$ cat config.mk
export PLATFORM = sky130hd
export DESIGN_NAME = sds_queue
export DESIGN_NICKNAME = d
export VERILOG_FILES = /design/src/rtl/core/sds_pkg.sv /design/src/rtl/core/sds_queue.sv
export SDC_FILE = /design/constraint.sdc
export NUM_CORES = 1
export LEC_CHECK = 0
export ABC_AREA = 1
export BUFFER_PORTS_ARGS = -buffer_cell sky130_fd_sc_hd__buf_4
export CAP_MARGIN = 40
export CORE_UTILIZATION = 40
export CTS_BUF_LIST = sky130_fd_sc_hd__clkbuf_16
export CTS_CLUSTER_DIAMETER = 30
export CTS_CLUSTER_SIZE = 12
export DETAILED_ROUTE_END_ITERATION = 6
export PLACE_DENSITY = 0.64
export SLEW_MARGIN = 20
export SYNTH_ARGS = -nofsm -noshare
export SYNTH_HDL_FRONTEND = slang
export SYNTH_SLANG_ARGS = --single-unit
export TNS_END_PERCENT = 1
$ cat constraint.sdc
create_clock -name i_clk -period 39.2 [get_ports i_clk]
set_clock_uncertainty 0.05 [all_clocks]
set_input_delay 7.84 -clock i_clk [delete_from_list [all_inputs] [get_ports i_clk]]
set_output_delay 7.84 -clock i_clk [all_outputs]
set_load 0.02 [all_outputs]
$ cat src/rtl/core/sds_pkg.sv
// Shared types, constants and constant functions of the scalar diffraction sum core.
// No dependencies; sds_queue, sds_front, sds_back and the top level import it.
package sds_pkg;

    localparam int POS_W = 48;
    localparam int AMP_W = 32;
    localparam int ACC_W = 64;
    localparam int CNT_W = 13;
    localparam int SLOT_W = 12;

    localparam logic [63:0] PI_Q60 = 64'h3243_F6A8_885A_308D;
    localparam logic [63:0] GAIN_Q30 = 64'h0000_0000_26DD_3B6A;
    localparam logic [63:0] INT64_MAX = 64'h7FFF_FFFF_FFFF_FFFF;
    localparam logic [63:0] INT64_MIN = 64'h8000_0000_0000_0000;

    localparam logic [63:0] RST_PHASE_PER_UNIT = 64'd134137305283349675;
    localparam logic RST_REVERSE_DIRECTION = 1'b1;
    localparam logic [CNT_W-1:0] RST_SOURCE_COUNT = '0;

    typedef enum logic [1:0] {
        CFG_PHASE_PER_UNIT    = 2'd0,
        CFG_REVERSE_DIRECTION = 2'd1,
        CFG_SOURCE_COUNT      = 2'd2
    } t_cfg_idx;

    typedef enum logic {
        FUNC_LOAD  = 1'b0,
        FUNC_QUERY = 1'b1
    } t_func;

    typedef struct packed {
        logic signed [POS_W-1:0] x;
        logic signed [POS_W-1:0] y;
        logic signed [POS_W-1:0] z;
    } t_pos;

    typedef struct packed {
        logic [63:0]       phase_per_unit;
        logic              reverse_direction;
        logic [CNT_W-1:0]  source_count;
    } t_cfg;

    typedef struct packed {
        t_pos                    pos;
        logic signed [AMP_W-1:0] re;
        logic signed [AMP_W-1:0] im;
    } t_src;

    localparam int SRC_W = $bits(t_src);

    // Shift-subtract division, evaluated on constants only.
    function automatic logic [63:0] const_udiv(logic [63:0] num, logic [63:0] den);
        logic [64:0] rem;
        logic [63:0] quo;
        rem = '0;
        quo = '0;
        for (int b = 63; b >= 0; b--) begin
            rem = {rem[63:0], num[b]};
            if (rem >= {1'b0, den}) begin
                rem = rem - {1'b0, den};
                quo[b] = 1'b1;
            end
        end
        return quo;
    endfunction

    // Arctangent of 2^-i in Q60 from the alternating series.
    function automatic logic [63:0] atan_q60(int i);
        logic [63:0] acc;
        logic [63:0] term;
        acc = '0;
        term = '0;
        if (i == 0) begin
            return PI_Q60 >> 2;
        end
        for (int k = 1; k <= 61; k += 2) begin
            if (i * k <= 62) begin
                term = const_udiv(64'd1 << (62 - i * k), 64'(k));
                if (((k >> 1) & 1) != 0) acc = acc - term;
                else acc = acc + term;
            end
        end
        return acc >> 2;
    endfunction

endpackage

$ cat src/rtl/core/sds_queue.sv
// Two-entry queue of query positions between the front and back ends.
// Depends on sds_pkg for the position type.
module sds_queue (
    input  logic          i_clk,
    input  logic          i_rst_n,
    input  logic          i_push,
    input  sds_pkg::t_pos i_push_pos,
    input  logic          i_pop,
    output logic          o_empty,
    output logic          o_full,
    output sds_pkg::t_pos o_pos
);
    import sds_pkg::*;

    t_pos       r_mem [2];
    logic       r_wp;
    logic       r_rp;
    logic [1:0] r_cnt;

    always_ff @(posedge i_clk) begin
        if (!i_rst_n) begin
            r_wp  <= 1'b0;
            r_rp  <= 1'b0;
            r_cnt <= '0;
        end else begin
            if (i_push) begin
                r_mem[r_wp] <= i_push_pos;
                r_wp <= ~r_wp;
            end
            if (i_pop) begin
                r_rp <= ~r_rp;
            end
            r_cnt <= r_cnt + {1'b0, i_push} - {1'b0, i_pop};
        end
    end

    assign o_empty = (r_cnt == 2'd0);
    assign o_full  = (r_cnt == 2'd2);
    assign o_pos   = r_mem[r_rp];
endmodule

After elaboration in Yosys (flattened, before gate mapping)
Memories as Yosys holds them, arrays and structs flattened. A register that Yosys moved wholly into a read port is not among the register bits. Index checks and enable logic that the tools add are counted.

Add/sub/neg operators: 2. Multipliers: 0. Divide/modulo/power cells: 0. Order comparisons: 0. Equal/unequal tests: 1. Shifts and indexed selects: 0. Mux-type cells: 5. Bitwise operators: 2. Reduce and logical (&&, ||, !) cells: 1.

Operators with widths (count): 1-bit two-way mux (5); 2-bit by 1-bit adder with 2-bit output (1); 2-bit equality test, second input constant (1); 2-bit logical NOT (1); 1-bit NOT (2); 2-bit by 1-bit subtractor with 2-bit output (1).

Flip-flop bits (word level): 4. Bits in latches: 0. Memory bits (writable): 288. ROM bits: 0. Bits of input ports: 148. Logic and storage cells: 15. Memories kept: 1.

Memory list: r_mem (depth 2, bits a word 144, read ports 1, clocked after Yosys merged registers in 1, wr ports 1, line sds_queue.sv:15) `t_pos r_mem [2];`.

Depth between registers and ports, before layout
Depth after elaboration: 3. Mapped depth: 9.

Worst setup path after synthesis
Ideal clock, no wire load.

Path type: input to register. Start point: in i_rst_n. End point: mem r_mem[1][0] (netlist name), enable pin. Library setup time: 0.824 ns. Arrival time: 17.613 ns. Path slack: 20.713 ns. Stages on the path: 2. Path buffers: 0. Path through: inv_1 nor3_1.

Word-level cells in the longest chain between the ends: 2.

Ends and longest elaborated chain: start: declaration (line sds_queue.sv:5) `input logic i_rst_n,`; 1-bit two-way mux (line sds_queue.sv:21) `if (!i_rst_n) begin`; 1-bit two-way mux (not written as such) (line sds_queue.sv:27) `r_mem[r_wp] <= i_push_pos;`; end: declaration (line sds_queue.sv:15).

Every way passes these cells.

==> results.ini <==
[worst_setup_path]
cp-end-kind=output pin
crit_type=flip-flop to output pin
arrival_ps=2410
path_max_fanout=37
startpoint_type=flip-flop
cp.required_ps=31310
rr_startpoint=r_wp$_SDFFE_PN0P_
reg2regPathDepth=5

[floorplanning]
design.portCount=294
rows=59
start_util_pct=41.2
die_h_um=167
coreArea_um2=26400
dieArea_um2=27800
fp.dieW_um=167

[placement]
hpwl_mm=14.4
dp_cells=1102
io_buffers=293
gp_congestion=0.723

[drt]
first_iter_violations=340
avgViaCountPerCell=4.70
post-route-drc-count=0
avgRoutedWirePerCell_um=18.2
first_pass_iters=5
antenna_left=0
vias=5680
routed_wl_mm=22.0

[pwr]
powerDensity_nw_per_um2=59.3
power.leakage_uw=0.00598
ir_drop_mv=0.0348

[cells_and_area]
diodes=0
nNetsFinal=977
drive_gt1_share_pct=62.8
areaGrowthSynthToFinish_pct=42.3
stdcell_count=1209

[timing]
tightest_slew_ps=688
finalHoldViolCount=0
fin_tns_setup_ps=0
maxSlewHeadroom_pct=54.2
fmaxAchievable_mhz=97.0
rsz0062_at_grt=no
post-route-min-period_ps=10300
setup_viol=0
slew_violations=0
fin_crit_sh_pct=26.3

[grt]
grt_first_pass_wirelength_mm=33.7
grt_max_degree=62
use_met1_pct=18.5
grt_use_met2_pct=26.2
antenna_found_initial=0
track_usage_pct=15.7
grt_pass1_vias=6149
grt-ovfl-total=0
busiest_layer=met2
grtUsageMet3_pct=5.70

[synth]
ys_seq_area_share_pct=80.6
synth_nets=630
netlist_area_um2=10900
ys_seq_elements=293
postSynthCellCount=480
avgSynthCellArea_um2=22.6
yosys_warnings=0
synth.distinct_cells=14

[clock_tree]
postCtsResizedCells=0
cts_tree=built
h-tree-depth=2
cts_sinks=293
cts_setup_buffers=0
root_buffer=clkbuf_16
clock_latency_ps=550
clk_pin_slew_worst_paths_ps=50
cts_hold_buf=0
cts_made_buffers=56
cts_max_path_buffers=3

[min_path]
worstHoldStart=r_wp$_SDFFE_PN0P_
hp-class=flip-flop to flip-flop
holdPathStages=2

[run_status]
status=complete, no violations

[flow_run]
drv_cap=0

-- sequential cells by signal, indices dropped and copies added, names as in the netlist, named ones only --
name	flops
r_rp	1
r_mem	288
r_wp	1
r_cnt	2
-- placed cells by master (no fill, tap or decap) --
cell / instances
buf_12: 1
clkinv_8: 3
nor3_2: 1
ha_1: 2
mux2_4: 60
bufinv_16: 6
xnor2_1: 1
inv_1: 14
nor2_1: 5
clkinvlp_4: 6
mux2_2: 84
clkinv_4: 8
clkinv_2: 8
nand3_1: 1
edfxtp_1: 288
a21oi_1: 2
clkbuf_16: 56
dfxtp_1: 4
buf_4: 300
inv_6: 8
clkinv_1: 2
dfxtp_4: 1
buf_16: 4
nand2_1: 6
nor2_4: 1
inv_8: 2
-- cell type report --
class	instances	area [um^2]
clock buffers	56	1400
clock inverters	49	507
fillers	1939	10900
inverters	8	30.0
multi-input cells	163	1960
flip-flops and latches	293	8750
well taps	335	419
repair buffers	305	2380
-- synth_stat cells --
library cell | number | area share, %
dfxtp_1 | 5 | 0.92
xnor2_1 | 1 | 0.081
edfxtp_1 | 288 | 80
mux2_2 | 84 | 8.7
nor2_1 | 6 | 0.21
inv_1 | 8 | 0.28
nand2_1 | 6 | 0.21
mux2_4 | 60 | 8.3
buf_2 | 8 | 0.37
ha_1 | 2 | 0.23
nand3_1 | 1 | 0.046
buf_6 | 8 | 0.83
a21oi_1 | 2 | 0.092
nor3_1 | 1 | 0.046
-- final timing paths --
| path | slack, ps | endpoint |
|---|---|---|
| setup / recovery | 28900 | o_pos[2] |
| hold / removal | 430 | r_wp$_SDFFE_PN0P_ |
| setup reg to reg | 37050 | r_mem[0][134]$_DFFE_PP_ |
| hold reg to reg | 430 | r_wp$_SDFFE_PN0P_ |
-- power breakdown --
| part | total [uW] | internal (uW) | switching, uW | leakage (uW) |
|---|---|---|---|---|
| sequential | 360 | 357 | 3.30 | 0.00269 |
| combinational | 89.2 | 44.9 | 44.3 | 0.00235 |
| clock | 466 | 304 | 162 | 0.000944 |
| total | 916 | 706 | 210 | 0.00598 |
-- worst max-delay path: stages (launching register included) --
cell	delay, ps
dfxtp_4	500
buf_4	470
buf_16	320
mux2_2	370
buf_4	160
-- cells by family (layout without fill, tap and decap cells) --
kind of cell               Yosys count  in the layout  share of synthesized area, %
and+or+nand+nor                     14             14                         0.507
muxes                              144            144                          17.0
buffers and inverters               24            418                          1.48
adders and majority gates            2              2                         0.231
DFF                                293            293                          80.6
AOI/OAI and AO/OA                    2              2                        0.0922
xor gates and xnor gates             1              1                        0.0807
-- stage by stage --
stage               cell area, um^2  hold slack, ps  utilization (%)  setup WS (ps)  total power [uW]
global placement              13400             405             50.9          29140               452
global route                  15400             457             58.6          28770               947
CTS                           15400             428             58.4          28840               927
finish                        15400             429             58.6          28900               916
detailed placement            13500             420             51.2          29430               456
floorplan                     10900             393                -          20710               417
-- metal layers --
layer | vias up | share of wire, %
met4 | 0 | 2.3
met2 | 243 | 50
li1 | 2623 | -
met1 | 2774 | 40
met5 | - | 0
met3 | 40 | 8.0
No activity file was read; power rests on OpenSTA's default activity.
