## config.mk

```make
export PLATFORM = sky130hd
export DESIGN_NAME = sds_front
export DESIGN_NICKNAME = d
export VERILOG_FILES = /design/src/rtl/core/sds_pkg.sv /design/src/rtl/core/sds_front.sv
export SDC_FILE = /design/constraint.sdc
export NUM_CORES = 1
export LEC_CHECK = 0
export BUFFER_PORTS_ARGS = -buffer_cell sky130_fd_sc_hd__buf_2
export CAP_MARGIN = 20
export CORE_AREA = 4 4 290 292
export CTS_BUF_LIST = sky130_fd_sc_hd__clkbuf_8
export DETAILED_ROUTE_END_ITERATION = 8
export DIE_AREA = 0 0 294 296
export GPL_TIMING_DRIVEN = 1
export PLACE_DENSITY_LB_ADDON = 0.08
export SLEW_MARGIN = 20
export SYNTH_ARGS = -nofsm -noshare
export SYNTH_HDL_FRONTEND = slang
export SYNTH_SLANG_ARGS = --single-unit
export TNS_END_PERCENT = 50
```

## constraint.sdc

```tcl
create_clock -name i_clk -period 0.9 [get_ports i_clk]
set_input_delay 0 -clock i_clk [delete_from_list [all_inputs] [get_ports i_clk]]
set_output_delay 0 -clock i_clk [all_outputs]
set_load 0.01 [all_outputs]
```

## src/rtl/core/sds_pkg.sv

```systemverilog
// Shared types, constants and constant functions of the scalar diffraction sum core.
// No dependencies; sds_queue, sds_front, sds_back and the top level import it.
package sds_pkg;

    localparam int POS_W = 48;
    localparam int AMP_W = 32;
    localparam int ACC_W = 64;
    localparam int CNT_W = 13;
    localparam int SLOT_W = 12;

    localparam logic [63:0] PI_Q60 = 64'h3243_F6A8_885A_308D;
    localparam logic [63:0] GAIN_Q30 = 64'h0000_0000_26DD_3B6A;
    localparam logic [63:0] INT64_MAX = 64'h7FFF_FFFF_FFFF_FFFF;
    localparam logic [63:0] INT64_MIN = 64'h8000_0000_0000_0000;

    localparam logic [63:0] RST_PHASE_PER_UNIT = 64'd134137305283349675;
    localparam logic RST_REVERSE_DIRECTION = 1'b1;
    localparam logic [CNT_W-1:0] RST_SOURCE_COUNT = '0;

    typedef enum logic [1:0] {
        CFG_PHASE_PER_UNIT    = 2'd0,
        CFG_REVERSE_DIRECTION = 2'd1,
        CFG_SOURCE_COUNT      = 2'd2
    } t_cfg_idx;

    typedef enum logic {
        FUNC_LOAD  = 1'b0,
        FUNC_QUERY = 1'b1
    } t_func;

    typedef struct packed {
        logic signed [POS_W-1:0] x;
        logic signed [POS_W-1:0] y;
        logic signed [POS_W-1:0] z;
    } t_pos;

    typedef struct packed {
        logic [63:0]       phase_per_unit;
        logic              reverse_direction;
        logic [CNT_W-1:0]  source_count;
    } t_cfg;

    typedef struct packed {
        t_pos                    pos;
        logic signed [AMP_W-1:0] re;
        logic signed [AMP_W-1:0] im;
    } t_src;

    localparam int SRC_W = $bits(t_src);

    // Shift-subtract division, evaluated on constants only.
    function automatic logic [63:0] const_udiv(logic [63:0] num, logic [63:0] den);
        logic [64:0] rem;
        logic [63:0] quo;
        rem = '0;
        quo = '0;
        for (int b = 63; b >= 0; b--) begin
            rem = {rem[63:0], num[b]};
            if (rem >= {1'b0, den}) begin
                rem = rem - {1'b0, den};
                quo[b] = 1'b1;
            end
        end
        return quo;
    endfunction

    // Arctangent of 2^-i in Q60 from the alternating series.
    function automatic logic [63:0] atan_q60(int i);
        logic [63:0] acc;
        logic [63:0] term;
        acc = '0;
        term = '0;
        if (i == 0) begin
            return PI_Q60 >> 2;
        end
        for (int k = 1; k <= 61; k += 2) begin
            if (i * k <= 62) begin
                term = const_udiv(64'd1 << (62 - i * k), 64'(k));
                if (((k >> 1) & 1) != 0) acc = acc - term;
                else acc = acc + term;
            end
        end
        return acc >> 2;
    endfunction

endpackage

```

## src/rtl/core/sds_front.sv

```systemverilog
// Front end: configuration registers, input handshake, source table writes
// and query issue. Depends on sds_pkg.
module sds_front #(
    parameter int MAX_SOURCES = 4096
) (
    input  logic                           i_clk,
    input  logic                           i_rst_n,
    input  logic                           i_in_valid,
    output logic                           o_in_stall,
    input  logic                           i_func,
    input  logic [sds_pkg::SLOT_W-1:0]     i_slot,
    input  logic signed [sds_pkg::POS_W-1:0] i_pos_x,
    input  logic signed [sds_pkg::POS_W-1:0] i_pos_y,
    input  logic signed [sds_pkg::POS_W-1:0] i_pos_z,
    input  logic signed [sds_pkg::AMP_W-1:0] i_amp_re,
    input  logic signed [sds_pkg::AMP_W-1:0] i_amp_im,
    input  logic                           i_cfg_valid,
    output logic                           o_cfg_ready,
    input  logic [1:0]                     i_cfg_index,
    input  logic [63:0]                    i_cfg_data,
    output sds_pkg::t_cfg                  o_cfg,
    output logic                           o_we,
    output logic [(MAX_SOURCES > 1 ? $clog2(MAX_SOURCES) : 1)-1:0] o_waddr,
    output sds_pkg::t_src                  o_wdata,
    output logic                           o_push,
    output sds_pkg::t_pos                  o_push_pos,
    input  logic                           i_q_full,
    input  logic                           i_q_empty,
    input  logic                           i_back_busy
);
    import sds_pkg::*;

    localparam int AW = MAX_SOURCES > 1 ? $clog2(MAX_SOURCES) : 1;

    t_cfg        r_cfg;
    logic        accept;
    logic        is_query;
    logic [16:0] slot_ext;

    assign is_query = (i_func == FUNC_QUERY);
    // Loads wait until every earlier query has finished reading the table.
    assign o_in_stall = is_query ? i_q_full : (!i_q_empty || i_back_busy);
    assign accept = i_in_valid && !o_in_stall;
    assign slot_ext = {5'd0, i_slot};

    assign o_we = accept && !is_query && (slot_ext < 17'(MAX_SOURCES));
    assign o_waddr = slot_ext[AW-1:0];
    assign o_wdata = '{pos: '{x: i_pos_x, y: i_pos_y, z: i_pos_z}, re: i_amp_re, im: i_amp_im};
    assign o_push = accept && is_query;
    assign o_push_pos = '{x: i_pos_x, y: i_pos_y, z: i_pos_z};

    assign o_cfg_ready = 1'b1;

    always_ff @(posedge i_clk) begin
        if (!i_rst_n) begin
            r_cfg.phase_per_unit    <= RST_PHASE_PER_UNIT;
            r_cfg.reverse_direction <= RST_REVERSE_DIRECTION;
            r_cfg.source_count      <= RST_SOURCE_COUNT;
        end else if (i_cfg_valid) begin
            unique case (t_cfg_idx'(i_cfg_index))
                CFG_PHASE_PER_UNIT:    r_cfg.phase_per_unit    <= i_cfg_data;
                CFG_REVERSE_DIRECTION: r_cfg.reverse_direction <= i_cfg_data[0];
                CFG_SOURCE_COUNT:      r_cfg.source_count      <= i_cfg_data[CNT_W-1:0];
                default: ;
            endcase
        end
    end

    assign o_cfg = r_cfg;
endmodule

```

## Word-level counts from Yosys, hierarchy flattened

Cells that the tools add are included.
W data, S select, Z words.

| operators by class | value |
|---|---|
| mux-type cells | 1 |
| equal/unequal tests | 2 |
| $lt $le $gt $ge | 1 |
| reduce and logical (&&, ||, !) cells | 12 |

Operators with widths:

| kind | number |
|---|---|
| $lt A12 B13 Y1 const B | 1 |
| $reduce_and A2 Y1 | 3 |
| $logic_and A1 B1 Y1 | 4 |
| $logic_not A1 Y1 | 3 |
| $eq A2 B1 Y1 const B | 1 |
| $eq A2 B2 Y1 const B | 1 |
| $logic_not A2 Y1 | 1 |
| $logic_or A1 B1 Y1 | 1 |
| $mux W1 | 1 |

| storage, ports and cells | value |
|---|---|
| output and inout port bits | 446 |
| bits in registers | 78 |
| logic and storage cells | 19 |
| bits of input ports | 294 |

## Logic depth before layout (Yosys ltp)

| logic depth | value |
|---|---|
| word-level depth | 7 |
| gate-level depth with buffers | 5 |

## Worst setup path after synthesis

Ideal clock, no wire load.

| path | value |
|---|---|
| kind | in2reg |
| from | input port i_cfg_index[1] |
| to | register r_cfg, in the netlist o_cfg[16] |
| setup time | 72 ps |
| arrival time | 780 ps |
| stages | 5 |
| setup slack | 49 ps |
| required time | 828 ps |
| buffers on the path | 3 |
| path through | buf_6 > nor3b_2 > buf_6 > buf_8 > mux2i_1 |

| between the ends | value |
|---|---|
| cells in the longest elaborated chain, start to end | 2 |

Ends and longest elaborated chain:

| item | line | source |
|---|---|---|
| from (decl) | sds_front.sv:19 | `input logic [1:0] i_cfg_index,` |
| $logic_not A2 Y1 | sds_front.sv:60 | `unique case (t_cfg_idx'(i_cfg_index))` |
| $reduce_and A2 Y1 (no source line) | n/a |  |
| to (decl) | sds_front.sv:35 | `t_cfg r_cfg;` |

Every way passes these cells.
A chain may end at the register's enable or synchronous reset.

## Worst setup path after layout

| path | value |
|---|---|
| from | register r_cfg, in the netlist o_cfg[76] |
| to | output port o_cfg[76] (netlist name) |

RTL lines:

| item | line | source |
|---|---|---|
| to (decl) | sds_front.sv:21 | `output sds_pkg::t_cfg o_cfg,` |

No word-level cell between the ends.

==> results.tsv <==
metric	value	unit
CTS tree	done	
routed vias	3667	
layout cells sized above 1	47.64	%
Reg-to-Reg End	o_cfg[8]	
Post-synth top cells	370 x buf_4, 94 x nand2_1, 78 x dfxtp_1, 52 x mux2i_1, 27 x inv_1	
Synth Cell Area	6055	µm²
cells after synthesis	710	
Final setup viols	18	
CTS buffer count	9	
met1 wire length	8356	µm
Starting DRT DRC Count	55	
Antenna Nets Post-Route	0	
Yosys top cell area share	45.88	%
crit-path max cell delay	0.38	ns
Cell Area, Placed	5522	µm²
Worst R2R Start	o_cfg[8]	
total grt overflow	0	
post-route setup slack	-0.03506	ns
overall power	0.008699	W
worst-path fanout max	2	
Netlist cell types	22	
Yosys warning count	0	
fin crit period	0.9351	ns
Routed met3 length	3072	µm
Routed wire per std cell	13.26	µm
post-synth top area cell	buf_4	
CP arrival	0.94	ns
Hold Path Class	in2out	
Setup CP Type	reg2out	
largest net degree at the start of global routing	47	
maxcap violations	0	
setup TNS	-0.1223	ns
Via density	2.198	
core box area	81580	µm²
FFs w/ async S/R, synth	0	%
hold endpoint	o_waddr[4]	
Max Clk Rate	1069	MHz
ys flop type	dfxtp_1	
failing checks	setup timing	
post-route cell area	7201	µm²
Startpoint Class	flip-flop	
outcome	finished, violations left	
Slew Viols, Final	0	
Avg Cell Area, Syn	8.528	µm²
initial antenna violation count	4	
Initial Util	7.421	%
final wirelength	22110	µm
CP cell instances	buf_6	
Reg clk slew, reported paths	0.11	ns
GRT Total Usage	5.013	%
CP Capture Type	output pin	
static leakage	2.846	nW
Hold Slack	0.000003656	ns
RSZ-0062 raised after global routing	true	
global-route wire length before repair	30500	µm
Synth area leaders	buf_4 46%, dfxtp_1 26%, mux2i_1 8.6%	
clk_skew	0	ns
count leader, synth	buf_4	
Die Height	296	µm
PortBufs	154	
Post-route DRC	0	
Root Buffer	clkbuf_8	
Power per Cell Area	1208	nW/µm²
R2R depth	3	
Worst Hold Path Cells	0	
DRT Pass-1 Iters	4	
slowest library cell on the worst path	dfxtp_4	
CTS sink cnt	78	
Buf/Inv on CP	1	
Worst EP required	0.90	ns
io pins	740	
routed wl met2	8895	µm
Post-synth EDFFs	0	
hold_sp	i_slot[4]	
CTS H-tree depth	3	
FF-to-FF setup slack	0.19	ns
# rows	105	
die area	87020	µm²
Synth Register Bits	78	
register area share after synthesis	25.79	%
Placer Congestion	0.6025	
final hold violations	0	
vias in the first global route	4089	
Layout area overhead	18.93	%
Top Metal Used	met5	
Largest delay share family, worst path	flip-flops	
Post-DP HPWL	16490	µm
Bufs on Longest Clock Path	2	
Mapped Nets	1004	
Nets	883	
VDD IR max	528.0	µV
period utilization	103.9	%
Die X	294	µm
latest clock arrival within the worst-skew pair	0.44	ns
max reg flops	78	
[layout by cell type, fill, tap and decap left out, types with 2 or more instances in the layout]
cell type	Yosys	routed
buf_6	3	78
nand4bb_1	19	19
clkinv_2	0	2
bufinv_16	0	2
inv_6	0	2
nor2b_1	3	3
or4bb_1	7	7
dlygate4sd3_1	0	69
clkbuf_8	0	9
buf_4	370	25
diode_2	0	4
dfxtp_2	0	77
buf_2	5	75
buf_12	0	8
dlymetal6s4s_1	0	9
o211ai_1	26	26
inv_1	27	27
nand2_1	94	94
mux2i_1	52	52
[where the power goes]
| group | switching (W) | internal (W) | total [W] |
|---|---|---|---|
| clock network | 0.00185 | 0.00157 | 0.00342 |
| logic | 0.000667 | 0.000888 | 0.00156 |
| registers | 0.000107 | 0.00362 | 0.00372 |
[through the flow]
| step | setup slack [ns] | util (%) | cells |
|---|---|---|---|
| 2_1_floorplan | 0.04882 | - | 710 |
| 3_3_place_gp | -0.2105 | 6.768 | 1563 |
| 3_5_place_dp | -0.2133 | 6.768 | 1563 |
| 4_1_cts | -0.1313 | 8.746 | 1660 |
| 5_1_grt | -0.1215 | 8.817 | 1665 |
| 6_report | -0.03506 | 8.826 | 1668 |
[cells by family (layout without fill, tap and decap cells)]
family | Yosys count | after routing | synth area share, %
compound gates | 27 | 27 | 3.306
buf+inv | 423 | 307 | 50.22
flops | 78 | 78 | 25.79
mux | 52 | 52 | 8.597
other cells | 1 | 5 | 0.06194
simple gates | 129 | 129 | 12.03
[worst max path at each step]
stage / from / end / slack (ns) / cells after the start
6_report: o_cfg[76] / o_cfg[76] / -0.04 / 1
5_1_grt: o_cfg[24] / o_cfg[24] / -0.12 / 1
4_1_cts: o_cfg[24] / o_cfg[24] / -0.13 / 1
3_5_place_dp: i_cfg_index[1] / o_cfg[71] / -0.21 / 5
3_3_place_gp: i_cfg_index[1] / o_cfg[71] / -0.21 / 5
2_1_floorplan: i_cfg_index[1] / o_cfg[16] / 0.05 / 5
[layer usage]
layer / vias to the layer above / track usage [%]
met2: 319 / 6.940
met1: 1561 / 5.237
met4: 4 / 4.312
met5: - / 0
li1: 1645 / -
met3: 138 / 3.258
[what timing repair did]
item                                   CTS  global route
endpoints found under the hold margin   78             0
hold buffers                            78             0
gates resized for setup                178            10
setup buffers                            3             4
setup endpoints to repair               79           101
[final cells by class]
class                           count  area (µm²)
Timing Repair Buffer              264        2405
Tap cell                         1070        1339
Clock inverter                      7       95.09
Multi-Input combinational cell    209        1465
Sequential cell                    78        1662
Inverter                           27       101.3
Antenna cell                        4       10.01
Clock buffer                        9       123.9
Fill cell                        9463       74380
(Power assumes the default switching activity.)
