## src/rtl/core/sds_ram.sv

```systemverilog
// Generic single-write, single-read RAM with registered read data.
// No dependencies.
module sds_ram #(
    parameter int WIDTH = 8,
    parameter int DEPTH = 16
) (
    input  logic                                 i_clk,
    input  logic                                 i_we,
    input  logic [(DEPTH > 1 ? $clog2(DEPTH) : 1)-1:0] i_waddr,
    input  logic [WIDTH-1:0]                     i_wdata,
    input  logic                                 i_re,
    input  logic [(DEPTH > 1 ? $clog2(DEPTH) : 1)-1:0] i_raddr,
    output logic [WIDTH-1:0]                     o_rdata
);
    logic [WIDTH-1:0] r_mem [DEPTH];
    logic [WIDTH-1:0] r_rdata;

    always_ff @(posedge i_clk) begin
        if (i_we) begin
            r_mem[i_waddr] <= i_wdata;
        end
        if (i_re) begin
            r_rdata <= r_mem[i_raddr];
        end
    end

    assign o_rdata = r_rdata;
endmodule

```

## config.mk

```make
export PLATFORM = sky130hd
export DESIGN_NAME = sds_ram
export DESIGN_NICKNAME = d
export VERILOG_FILES = /design/src/rtl/core/sds_ram.sv
export SDC_FILE = /design/constraint.sdc
export NUM_CORES = 1
export LEC_CHECK = 0
export ABC_AREA = 0
export BUFFER_PORTS_ARGS = -buffer_cell sky130_fd_sc_hd__buf_2
export CORE_UTILIZATION = 65
export DETAILED_ROUTE_END_ITERATION = 8
export PLACE_DENSITY_LB_ADDON = 0.3
export SETUP_SLACK_MARGIN = 0.4
export SYNTH_ARGS = -nofsm -noshare
export SYNTH_HDL_FRONTEND = slang
export SYNTH_SLANG_ARGS = --single-unit
```

## constraint.sdc

```tcl
create_clock -name i_clk -period 4.18 [get_ports i_clk]
set_input_delay 0.627 -clock i_clk [delete_from_list [all_inputs] [get_ports i_clk]]
set_output_delay 0.627 -clock i_clk [all_outputs]
set_load 0.02 [all_outputs]
```

* Word level (Yosys, flattened, before mapping)
Memory sizes are Yosys's and may differ from the RTL's. A register that Yosys moved wholly into a read port is not among the register bits.
Cells that the tools add are included.
** Word-level totals
- Memories kept :: 1
- Input port bits :: 19
- Register bits after elaboration :: 0
- Output and inout bits :: 8
- RAM bits :: 128
** Memory list
- r_mem :: depth 16, width 8, read ports 1, clocked after Yosys merged registers in 1, write ports 1, line 15 : logic [WIDTH-1:0] r_mem [DEPTH];
** Operators by class
- Multiplexer cells :: 2
** Operator list (count)
- 1-bit two-way mux :: 2

* Longest topological paths before layout
Gate-level depths: netlist of run 1.
- Depth after elaboration :: 2
- Gate-level depth with buffers :: 5
- Depth with buffers taken out :: 3

* Worst setup path after synthesis of run 1
No wires, ideal clock.
- Path kind :: input-to-reg
- From :: input i_waddr[2] in the netlist's numbering
- To :: memory r_mem[0][0], enable pin
- Path slack :: 2060 ps
- Arrival time :: 1737 ps
- Stages on the path :: 2
- Cell sequence :: or3b_2 > nor3_1
** RTL lines
- from (decl) :: line 9 : input logic [(DEPTH > 1 ? $clog2(DEPTH) : 1)-1:0] i_waddr,
- to (decl) :: line 15
No word-level cell before the write port.

==> results of run 1 <==
==> through the flow <==
step | hold WS [ns] | setup slack, ns | power, mW
2_1_floorplan | 0.705 | 2.06 | 1.66
5_1_grt | 0.457 | 1.90 | 3.31
6_report | 0.488 | 2.03 | 3.22
3_3_place_gp | 0.734 | 1.47 | 1.71
4_1_cts | 0.465 | 1.99 | 3.24
3_5_place_dp | 0.737 | 1.45 | 1.71
==> worst max-delay path, cell delays in order <==
cell,delay [ns]
buf_2,0.73
mux4_2,0.60
a22oi_1,0.31
nand2_1,0.10
==> Yosys cell counts <==
master / number / area [um2]
edfxtp_1: 136 / 4080
mux4_2: 18 / 405
a22oi_1: 16 / 120
mux4_1: 14 / 368
nor2_1: 13 / 48.8
nand2_1: 9 / 33.8
nor3_1: 4 / 20.0
buf_2: 3 / 15.0
buf_6: 3 / 33.8
clkdlybuf4s25_2: 3 / 30.0
nand2b_1: 2 / 12.5
nand3b_1: 2 / 15.0
and2_1: 1 / 6.26
and2b_1: 1 / 7.51
buf_4: 1 / 7.51
nand3_1: 1 / 5.00
nor2b_1: 1 / 6.26
or3b_2: 1 / 8.76
==> per-layer routing <==
metal / share of wire / track usage / wire, um / up-vias
met5: 0 / 0 / 0 / -
met4: 0.0074 / 0.0807 / 75 / 0
met3: 0.084 / 0.0854 / 858 / 7
met2: 0.49 / 0.407 / 4980 / 121
met1: 0.42 / 0.395 / 4240 / 1232
li1: - / - / - / 1062
==> area by class of cell <==
cell class	instances	share of cell area
clock buffer	18	0.0691
timing repair buffer	30	0.0265
sequential	136	0.676
clock inverter	14	0.0327
tap	102	0.0211
multi-input combinational	83	0.175
==> power groups by stage <==
stage / Clock, mW / Combinational [mW] / Sequential (mW)
final: 1.54 / 0.137 / 1.55
after global routing: 1.61 / 0.148 / 1.55
after global placement: 0 / 0.133 / 1.57
after floorplan: 0 / 0.0775 / 1.58
after detailed placement: 0 / 0.137 / 1.57
after CTS: 1.55 / 0.139 / 1.55
==> worst min path at each step <==
stage / endpoint / slack, ns / cells past startpoint
6_report: r_mem[4][4] / 0.49 / 1
5_1_grt: o_rdata[4] / 0.46 / 1
4_1_cts: r_mem[4][4] / 0.46 / 1
3_5_place_dp: o_rdata[2] / 0.74 / 3
3_3_place_gp: o_rdata[4] / 0.73 / 3
2_1_floorplan: o_rdata[0] / 0.70 / 3
==> sequential cells by signal (all words and copies together) (netlist names) <==
register and count:
o_rdata 8, r_mem 128
==> logic make-up (layout without fill, tap and decap cells) <==
kind of cell    after synthesis  after routing
simple gates                 35             35
buf+inv                      10             62
flops                       136            136
compound gates               16             16
mux                          32             32
==> summary.md, run 1 <==
| Metric | Value |
|---|---|
| Core area | 0.00777 mm2 |
| Setup TNS | 0 ns |
| WP data arrival | ~2.4 ns |
| Diodes inserted | 0 |
| Multi-input combinational cell area | between 0.001 and 0.0015 mm2 |
| HP Class | primary input to flop |
| Sequential share of the synthesized area | 0.781 |
| Drt drc | 0 |
| Combinational family with the most area after synthesis | multiplexers |
| Library cells used by synthesis | 18 |
| Detailed Route Iter0 Violations | roughly 240 |
| Vias in the first global route | approximately 2500 |
| Seq cells post-synth | around 140 |
| Setup Buffers After CTS | 0 |
| Worst-margin pin slew | a little under 1 ns |
| Post-Layout Cell Count | roughly 380 |
| TritonRoute pass-1 iters | 4 |
| Total Wirelength | between 10000 and 15000 um |
| # setup viols final | 0 |
| Area delta synth->final | 15.6% |
| I/O pin cnt | 27 |
| Critical path fanouts, max | 32 |
| Fill cells | between 400 and 500 |
| Largest net degree at the start of global routing | 33 |
| Switching part of the total | 0.204 |
| XOR/XNOR Fraction of Synth Area | 0 |
| Crit path required time | about 4.4 ns |
| FF-to-FF Start | r_mem[11][7] |
| Syn. warnings | 0 |
| Nets@finish | 287 |
| Net Count, Synth | about 250 |
| CP endpoint | o_rdata[7] |
| Via count | 2422 |
| Placed instance count | 351 |
| Port bufs | 26 |
| Width of the chip | about 90 um |
| Simple-gate share of the synthesized area | 0.0314 |
| Tmin final | about 2.1 ns |
| GPL Wtd Cong | 0.779 |
| CTS tree | built |
| Critical Path End Type | flop |
| Most frequent cells in the layout | edfxtp_1 (136), buf_2 (26), mux4_2 (18) |
| Initial Utilization | 0.673 |
| Startpoint Class | primary input |
| DP Area | about 0.0054 mm2 |
| Clk sinks | around 140 |
| Worst skew pair latency | ~0.5 ns |
| Root Driver | clkbuf_8 |
| Reg2reg end | o_rdata[7] |
| CTS buffer count | 17 |
| Worst-path clk slew | about 0.06 ns |
| Combinational Power Share | 0.043 |
| Reg2reg setup slack | 2.66 ns |
| Post-synthesis instance total | 229 |
| Seq pwr share | 0.481 |
| Multiplexer area fraction after synthesis | 0.148 |
| RSZ-0062 raised after global routing | no |
| Crit Path Class | primary input to flop |
| Hold buffers post-CTS | 0 |
| Layout cell share with drive strength beyond 1 | 0.285 |
| Cell area after layout | approximately 0.0060 mm2 |
| Reg2reg path depth | 3 |
| Synth Area in Compound Gates | 0.0230 |
| Most common cell after layout, fill and taps aside | edfxtp_1 |
| Die extent in y | between 90 and 100 um |
| Max-slew violation count | 0 |
| DP HPWL | approximately 5700 um |
| Clock share of power | 0.477 |
| Pleak | 2.03 nW |
| FF/Latch Area | 0.00408 mm2 |
| Worst Setup SP | i_raddr[0] |
| Maxcap violations | 0 |
| Internal power | approximately 2.6 mW |
| Initial antenna violation count | 0 |
| GRT Total Usage | 0.272 |
| Clock Path Buffers | 2 |
| Die Area | ~0.0084 mm2 |
| Power per cell area | 533 mW/mm2 |
| Resized cells post-CTS | 0 |
| First-pass GRT wire length | about 15000 um |
| Max_slew headroom | 0.343 |
| Clk_skew | between 0.007 and 0.008 ns |
| NetSw | around 0.66 mW |
| Mean Syn Cell Area | roughly 23 um2 |
| Antenna viol nets, final | 0 |
| Post-layout util | 0.778 |
| FMAX | around 470 MHz |
| Std-Cell Rows | 32 |
| Vias/cell | around 6.3 |
| Routed len/inst | between 20 and 30 um |
| Total gr overflow | 0 |
| Peak VDD IR | around 0.46 mV |
| Hold path startpoint | i_wdata[4] |
| Fin. Hold Viols | 0 |
| Final period util | 0.514 |
| Status | finished, final reports clean |
| Mapped cell area | between 0.005 and 0.006 mm2 |
| Synthesized-area fraction occupied by adder cells | 0 |
| # H-tree levels | 4 |
(Power assumes the default switching activity.)
==> inputs of run 2 (changes only) <==
- ABC_AREA: 0 -> 1
- CORE_UTILIZATION: 65 -> 61
- clock period: 4.18 -> 2.1 ns (I/O delays scaled with it)
==> run 2 against run 1 <==
  * Worst setup slack got worse by 1.4 ns
  * Cell count increased by 90%
  * Non-clock buffer count increased by 9
  * Total power increased by 95%
  * Sequential share of layout area decreased by 6.2 points
  * Core utilization decreased by 6.2 points
  * Routed wire length increased by 22%
  * Global-route usage increased by 0.29 points
  * Via count increased by 61%
  * Clock-buffer cell count increased by 1
  * Critical path type is now flop to output pin
  * Largest cell class unchanged
  * Largest power group unchanged
==> summary.md, run 2 <==
| Metric | Value |
|---|---|
| RSZ-0062 raised after global routing | no |
| Total gr overflow | 0 |
| Critical path's slowest cell | edfxtp_1 |
| Die extent in y | between 90 and 100 um |
| Layout cell share with drive strength beyond 1 | 0.119 |
| Area leader, netlist | edfxtp_1 |
| Total Wirelength | about 12000 um |
| Die Area | 0.00998 mm2 |
| Asr flop ratio synth | 0 |
| Initial antenna violation count | 0 |
| Vias/cell | 5.38 |
| Net Count, Synth | 570 |
| Setup TNS | 0 ns |
| Core area | around 0.0093 mm2 |
| Worst path cell trace | buf_2 |
| Mapped cell area | between 0.005 and 0.006 mm2 |
| Clk_skew | ~0.012 ns |
| FF/Latch Area | slightly above 0.004 mm2 |
| Routed len/inst | 17.1 um |
| Power per cell area | approximately 940 mW/mm2 |
| Most frequent cells in the layout | nand2_1 (173), edfxtp_1 (136), inv_1 (100) |
| Largest reg by FF count | r_mem |
| Fin. Hold Viols | 0 |
| Seq cells post-synth | between 100 and 150 |
| Diodes inserted | 0 |
| Post-synthesis instance total | approximately 550 |
| CTS tree | built |
| GRT Total Usage | 0.275 |
| Clock Path Buffers | 2 |
| HP Class | primary input to flop |
| Startpoint Class | flop |
| WP data arrival | 1.11 ns |
| Vias in the first global route | between 3000 and 4000 |
| CTS buffer count | 17 |
| Maxcap violations | 0 |
| Most numerous cell in the Yosys netlist | nand2_1 |
| Antenna viol nets, final | 0 |
| Top cells by area, synth | edfxtp_1 (70%), nand2_1 (11%), nand3_1 (8.3%) |
| Hold buffers post-CTS | 0 |
| Area delta synth->final | 13.8% |
| Resized cells post-CTS | 0 |
| Crit path largest cell delay | about 0.4 ns |
| Most common cell after layout, fill and taps aside | nand2_1 |
| Worst-margin pin slew | 0.819 ns |
| Port bufs | 26 |
| I/O pin cnt | 27 |
| CP Buf/Inv Count | 1 |
| Crit path required time | between 1.5 and 2 ns |
| Root Driver | clkbuf_8 |
| Fill cells | 631 |
| GPL Wtd Cong | 0.814 |
| Via count | about 3900 |
| FMAX | 702 MHz |
| Clk sinks | around 140 |
| Peak VDD IR | a little over 0.7 mV |
| # H-tree levels | 4 |
| NetSw | approximately 1.4 mW |
| Predominant post-synthesis flop cell | edfxtp_1 |
| Std-Cell Rows | 35 |
| First-pass GRT wire length | around 20000 um |
| DP HPWL | 7620 um |
| Nets@finish | 604 |
| Setup Buffers After CTS | 0 |
| Combinational Power Share | 0.059 |
| Clock share of power | 0.450 |
| Detailed Route Iter0 Violations | 435 |
| Mean Syn Cell Area | about 11 um2 |
| Tmin final | ~1.4 ns |
| Library cells used by synthesis | 11 |
| Pleak | roughly 2.9 nW |
| Width of the chip | approximately 100 um |
| Top post-synthesis cells by count | nand2_1 (173), edfxtp_1 (136), inv_1 (100), nand3_1 (97), nor2_1 (17) |
| Largest net degree at the start of global routing | 64 |
| Seq pwr share | 0.490 |
| Multi-input combinational cell area | 0.00121 mm2 |
| Worst skew pair latency | 0.52 ns |
| Syn. warnings | 0 |
| Worst-path clk slew | 0.06 ns |
| Max_slew headroom | 0.452 |
| Internal power | just under 5 mW |
| Initial Utilization | 0.630 |
| Sequential share of the synthesized area | 0.698 |
| Hold Worst Slack | roughly 0.15 ns |
| Status | finished, final reports clean |
| Final period util | 0.678 |
| # setup viols final | 0 |
| Critical Path End Type | output pin |
| CP delay by family, top | flip-flops |
| Drt drc | 0 |
| Critical path fanouts, max | 1 |
| Switching part of the total | 0.225 |
| Max-slew violation count | 0 |
| Largest register FFs | approximately 130 |
| Number of synthesized flops with an enable pin | around 140 |
| TritonRoute pass-1 iters | 5 |
| Crit Path Class | flop to output pin |
| Top-area cell type share of the netlist area | 0.698 |
-- run 2: changes by cell type in the layout (fill, tap and decap cells not counted), sizes merged, moves of 2 or more --
cell,before,now
nor2,13,17
bufinv,4,2
inv,2,104
nor3,4,0
buf,30,39
nand3,1,97
nand2b,2,0
a22oi,16,0
nand2,9,173
mux4,32,0
-- run 2: cell families after synthesis --
logic type / Yosys count / synth area share
buf+inv: 126 / 0.0939
flops: 136 / 0.698
simple gates: 289 / 0.208
-- run 2: power by group through the flow --
stage	registers, mW	clock network [mW]	logic, mW
6_report	3.08	2.82	0.373
5_1_grt	3.08	2.95	0.414
4_1_cts	3.08	2.85	0.372
3_5_place_dp	3.13	0	0.367
3_3_place_gp	3.13	0	0.355
2_1_floorplan	3.15	0	0.214
-- run 2: worst paths after layout --
check,to,cells after the start,slack [ns],from
worst min-delay path,o_rdata[2],1,0.15,i_re
worst max register to register,o_rdata[2],6,0.89,r_mem[14][2]
worst max-delay path,o_rdata[3],1,0.68,o_rdata[3]
worst min register to register,o_rdata[7],6,0.74,r_mem[10][7]
-- run 2: worst register-to-register path: stages (launching register included) --
cell      delay [ns]
edfxtp_1        0.40
inv_1           0.08
nand2_1         0.06
nand3_1         0.08
nand3_1         0.14
nand3_1         0.14
nand2_1         0.08
-- run 2: layer usage --
metal | wire (um) | track usage | vias to the layer above | share of wire
met2 | 5610 | 0.401 | 202 | 0.45
met4 | 340 | 0.137 | 0 | 0.027
met5 | 0 | 0 | - | 0
met1 | 5250 | 0.394 | 1830 | 0.42
met3 | 1230 | 0.0627 | 27 | 0.099
li1 | - | - | 1852 | -
-- run 2: per-stage QoR --
step	instances	cell area [um2]	power, mW	setup slack, ns	util
finish	727	6650	6.27	0.676	0.717
global route	727	6650	6.44	0.647	0.717
CTS	727	6650	6.30	0.653	0.717
detailed placement	695	6080	3.50	0.441	0.655
global placement	695	6080	3.49	0.488	0.655
floorplan	551	5850	3.36	0.834	-
-- run 2: cell type report --
class,instances,area share
well taps,129,0.0243
inverters,102,0.0576
flip-flops and latches,136,0.614
clock buffers,19,0.0634
multi-input cells,289,0.182
repair buffers,39,0.0361
clock inverters,13,0.0224
